<file path="config.mk">
export PLATFORM = sky130hd
export DESIGN_NAME = plt_mul
export DESIGN_NICKNAME = d
export VERILOG_FILES = /design/src/hw/rtl/plt_pkg.sv /design/src/hw/rtl/plt_mul.sv
export SDC_FILE = /design/constraint.sdc
export NUM_CORES = 2
export LEC_CHECK = 0
export BUFFER_PORTS_ARGS = -buffer_cell sky130_fd_sc_hd__buf_2
export CORE_ASPECT_RATIO = 0.7
export CORE_MARGIN = 3
export CORE_UTILIZATION = 45
export CTS_CLUSTER_DIAMETER = 200
export CTS_CLUSTER_SIZE = 16
export DETAILED_ROUTE_END_ITERATION = 16
export HOLD_SLACK_MARGIN = 0.08
export SLEW_MARGIN = 30
export SYNTH_ARGS = -nofsm -noshare
export SYNTH_HDL_FRONTEND = slang
export SYNTH_SLANG_ARGS = --single-unit
</file>
<file path="constraint.sdc">
create_clock -name clk -period 19.4 [get_ports clk]
set_input_delay 0.97 -clock clk [delete_from_list [all_inputs] [get_ports clk]]
set_output_delay 0.97 -clock clk [all_outputs]
set_load 0.01 [all_outputs]
</file>
<file path="src/hw/rtl/plt_pkg.sv">
// shared constants, register indexes, op codes and saturation helper
`timescale 1ns / 1ps
package plt_pkg;

  localparam int POINTS_DEF = 64;
  localparam int MUL_W      = 33;
  localparam int CFG_IDX_W  = 2;

  localparam logic [2:0] OP_LOAD   = 3'd0;
  localparam logic [2:0] OP_EVAL   = 3'd1;
  localparam logic [2:0] OP_UPD_X  = 3'd2;
  localparam logic [2:0] OP_UPD_M  = 3'd3;
  localparam logic [2:0] OP_SLOPE  = 3'd4;

  localparam logic [CFG_IDX_W-1:0] CFG_X_ORIGIN = 2'd0;
  localparam logic [CFG_IDX_W-1:0] CFG_INV_STEP = 2'd1;
  localparam logic [CFG_IDX_W-1:0] CFG_LRATE    = 2'd2;

  localparam logic [31:0] X_ORIGIN_RST = 32'd0;
  localparam logic [31:0] INV_STEP_RST = 32'd65536;
  localparam logic [15:0] LRATE_RST    = 16'd655;

  localparam logic [16:0] ONE_Q16 = 17'h10000;

  function automatic logic [31:0] sat32(input logic signed [33:0] v);
    logic [31:0] res;
    if (v[33] && !(&v[32:31])) begin
      res = 32'h8000_0000;
    end else if (!v[33] && (|v[32:31])) begin
      res = 32'h7FFF_FFFF;
    end else begin
      res = v[31:0];
    end
    return res;
  endfunction

endpackage

</file>
<file path="src/hw/rtl/plt_mul.sv">
// shared signed multiplier with registered product
`timescale 1ns / 1ps
module plt_mul (
  input  logic                                   clk,
  input  logic signed [plt_pkg::MUL_W-1:0]       a,
  input  logic signed [plt_pkg::MUL_W-1:0]       b,
  output logic signed [2*plt_pkg::MUL_W-1:0]     prod
);

  logic signed [2*plt_pkg::MUL_W-1:0] prod_r;

  always_ff @(posedge clk) begin
    prod_r <= a * b;
  end

  assign prod = prod_r;

endmodule

</file>
# Word-level counts from Yosys, hierarchy flattened
# Cells that the tools add are included.
# op_classes
multipliers	1
# ops
cell	count
$mul A33 B33 Y66	1
# totals
reg_bits	66
out_inout_bits	66

# Longest topological paths before layout
# logic_depth
depth_word	1
depth_mapped	27
mapped_depth_nobuf	26

# Least setup slack after synthesis
# Ideal clock, no wire load.
# synth_path
path_kind	input port to flip-flop
startpoint	input port a[32] in the netlist's numbering
endpoint	register prod_r, in the netlist prod[62]
slack_ns	11.194
required_time_ns	19.321
n_path_buf	2
t_arrival_ns	8.127
path_stages	23
setup_time_ns	0.079
path_cell_list	clkbuf_1 > nand2_1 > inv_1 > fa_1 > fa_1 > fa_1 > fa_1 > fa_1 > fa_1 > fa_1 > inv_1 > fa_1 > inv_1 > ha_1 > clkbuf_1 > and3_1 > nand3_1 > nand2b_1 > a2111oi_4 > a211oi_4 > a21o_2 > a21o_1 > a211oi_2
# synth_via
elab_chain_cells	1
# synth_lines
item	line	rtl
from (decl)	plt_mul.sv:5	input logic signed [plt_pkg::MUL_W-1:0] a,
$mul A33 B33 Y66	plt_mul.sv:13	prod_r <= a * b;
to (signal assigned)	plt_mul.sv:13	
to (decl)	plt_mul.sv:10	logic signed [2*plt_pkg::MUL_W-1:0] prod_r;
# No other way between the ends.

# Final worst setup path
# layout_path
startpoint	input port b[9] in the netlist's numbering
endpoint	register prod_r, in the netlist prod[62]
# layout_via
elab_chain_cells	1
# layout_lines
item	line	rtl
from (decl)	plt_mul.sv:6	input logic signed [plt_pkg::MUL_W-1:0] b,
$mul A33 B33 Y66	plt_mul.sv:13	
# No other way between the ends.

==> run_results.csv <==
group,metric,value,unit
status,status,"completed",
logic_synthesis,synthTopCellsByCount,"1145 x fa_1, 1131 x inv_1, 562 x and2_1, 551 x nand2_1, 217 x ha_1",
cts,clockBufferDepth,2,
floorplanning,core-area,88900,um^2
global_routing,grt_pass1_wl,186000,um
timing,period_minus_slack,8650,ps
timing,tightest_slew,985,ps
placed_design,pre_cts_slack,10420,ps
logic_synthesis,yosys.cell_types.count,80,
cts,cts_root_buf,"clkbuf_16",
global_routing,first_global_vias,29760,
worst_setup_path,critPathBufInv,4,
cts,postCtsSetupRepairBufs,0,
final_layout,area_delta_synth_final,4.24,%
timing,slew_headroom,34.3,%
logic_synthesis,synth_warnings,0,
logic_synthesis,syn_nets,5767,
worst_setup_path,worstPathArrival,8930,ps
timing,finalSetupViolCount,0,
worst_setup_path,critical-path-top-delay-family,"adder cells",
logic_synthesis,synth_ff_type,"dfxtp_1",
logic_synthesis,yosysTopAreaCellShare,56.3,%
worst_setup_path,path_max_fanout,33,
route,drtIter0Drc,2363,
logic_synthesis,synth-seq-area-share,3.24,%
logic_synthesis,synthMostInstantiatedCell,"fa_1",
worst_setup_path,cp.required,19680,ps
route,dr_total_vias,27779,
route,routed_via_density,5.07,
logic_synthesis,ys_async_sr_fraction,0,%
route,first_pass_iters,5,
route,ant_nets,0,
placed_design,port_buffers,132,
global_routing,grt_start_max_net_pins,34,
final_layout,largest_reg_flops,66,
timing,fin_crit_sh,44.6,%
logic_synthesis,syn_inst,4338,
cts,cts_tree,"built",
worst_setup_path,critPathKind,"in2reg",
route,wl_per_cell,21.2,um
timing,rsz0062_at_grt,"no",
cts,clock-sinks,66,
cts,path_clk_slew,70,ps
final_layout,diodes,0,
cts,cts_buffers,9,
logic_synthesis,synth-edff-count,0,
route,drc,0,
run,maxCapViolCount,0,
timing,timing.setup.tns,0,ps
placed_design,dp.cells,5466,
floorplanning,die_w,366,um
logic_synthesis,avgSynthCellArea,9.39,um^2
worst_setup_path,cp_common_cell,"fa_1",
floorplanning,boundaryPins,133,
floorplanning,die_h,258,um
worst_setup_path,end_kind,"flip-flop",
worst_setup_path,crit_chain,"buf_2, nand2_1, fa_1, fa_1, fa_1, inv_1, fa_1, fa_1, fa_1, fa_1, inv_1, fa_1, inv_1, ha_1, a21o_1, a21o_1, a21oi_1, nor2b_1, o21ai_0, a21oi_1, a211o_1, a211oi_2",
floorplanning,die_area,94200,um^2
worst_setup_path,slowest_delay,850,ps
timing,hold_viol_final,0,
worst_setup_path,critPathLaunchType,"primary input",
final_layout,final_util,47.7,%
logic_synthesis,ys_ff_latch,66,
global_routing,track_usage,26.2,%
cts,post_cts_resized,0,
global_routing,gr-total-overflow,0,
placed_design,post-dp-hpwl,95400,um
route,routed_wl,116000,um
timing,drv_slew,0,
worst_hold_path,hold_path.class,"in2reg",
logic_synthesis,synth_top_area_cell,"fa_1",
timing,max_freq,116,MHz
worst_setup_path,slowest_stage,"fa_1",
floorplanning,initial_core_util,45.8,%
placed_design,gp_congestion,0.890,
floorplanning,rows,91,
final_layout,nets,5697,
timing,setup_slack,10750,ps
final_layout,final_cells,5482,
cts,hold_buffers,0,
logic_synthesis,netlist_top_cells_area,"fa_1 56%, inv_1 10%, and2_1 8.6%, ha_1 6.7%, nand2_1 5.1%",
final_layout,drive_gt1_share,4.56,%
worst_setup_path,cp.depth,22,
cts,cts.htree.levels,3,
global_routing,antenna_found_initial,6,
worst_hold_path,whs_path_depth,2,
logic_synthesis,syn_area,40700,um^2
[metal layers]
layer	global-route usage, %	vias to the layer above	part of all wire, %	routed length (um)
met4	2.87	8	0.83	965
met2	31.4	1193	35	40900
li1	-	12184	-	-
met5	0	-	0.041	48
met3	11.5	66	14	16900
met1	43.3	14328	50	57600
[cells by family (layout without fill, tap and decap cells)]
group / count (synthesis) / count (layout) / synth area share [%]
DFF: 66 / 66 / 3.24
xor gates and xnor gates: 68 / 68 / 1.46
buffers and inverters: 1352 / 1287 / 12.5
and+or+nand+nor: 1271 / 1271 / 15.8
adders and majority gates: 1362 / 1362 / 62.9
AOI/OAI and AO/OA: 219 / 219 / 4.07
[per-stage QoR]
step           instance area, um^2  hold WS (ps)
2_1_floorplan                40700          1100
3_3_place_gp                 42100          1370
3_5_place_dp                 42100          1370
4_1_cts                      42500          1160
5_1_grt                      42500          1190
6_report                     42500          1170
[final timing paths]
check,startpoint,endpoint,slack (ps)
min,b[0],prod[0],1170
max,b[9],prod[62],10750
[cell usage in the layout (no fill, tap or decap), drive strengths merged, types with 5 or more instances in the layout]
master / n
nor2b: 5
o21ai: 33
a21o: 38
a211o: 6
o211ai: 5
nor3: 7
nand2: 551
a211oi: 11
ha: 217
and4: 5
dfxtp: 66
and3: 6
o31ai: 7
xor2: 25
inv: 1132
and2: 563
nand3: 26
o21a: 6
nand2b: 12
fa: 1145
clkbuf: 9
buf: 140
xnor2: 43
a21oi: 61
o21bai: 11
nand4: 12
nor2: 68
a31oi: 9
[cell type report]
class | instances | area (um^2)
inverters | 1131 | 4250
clock buffers | 9 | 225
fillers | 8504 | 46500
repair buffers | 140 | 721
multi-input cells | 2920 | 34300
clock inverters | 7 | 116
flip-flops and latches | 66 | 1320
well taps | 1209 | 1510
Power is left out: the tool's default activity adds up to more than one toggle a clock period on the data nets, which glitch-free logic cannot reach.
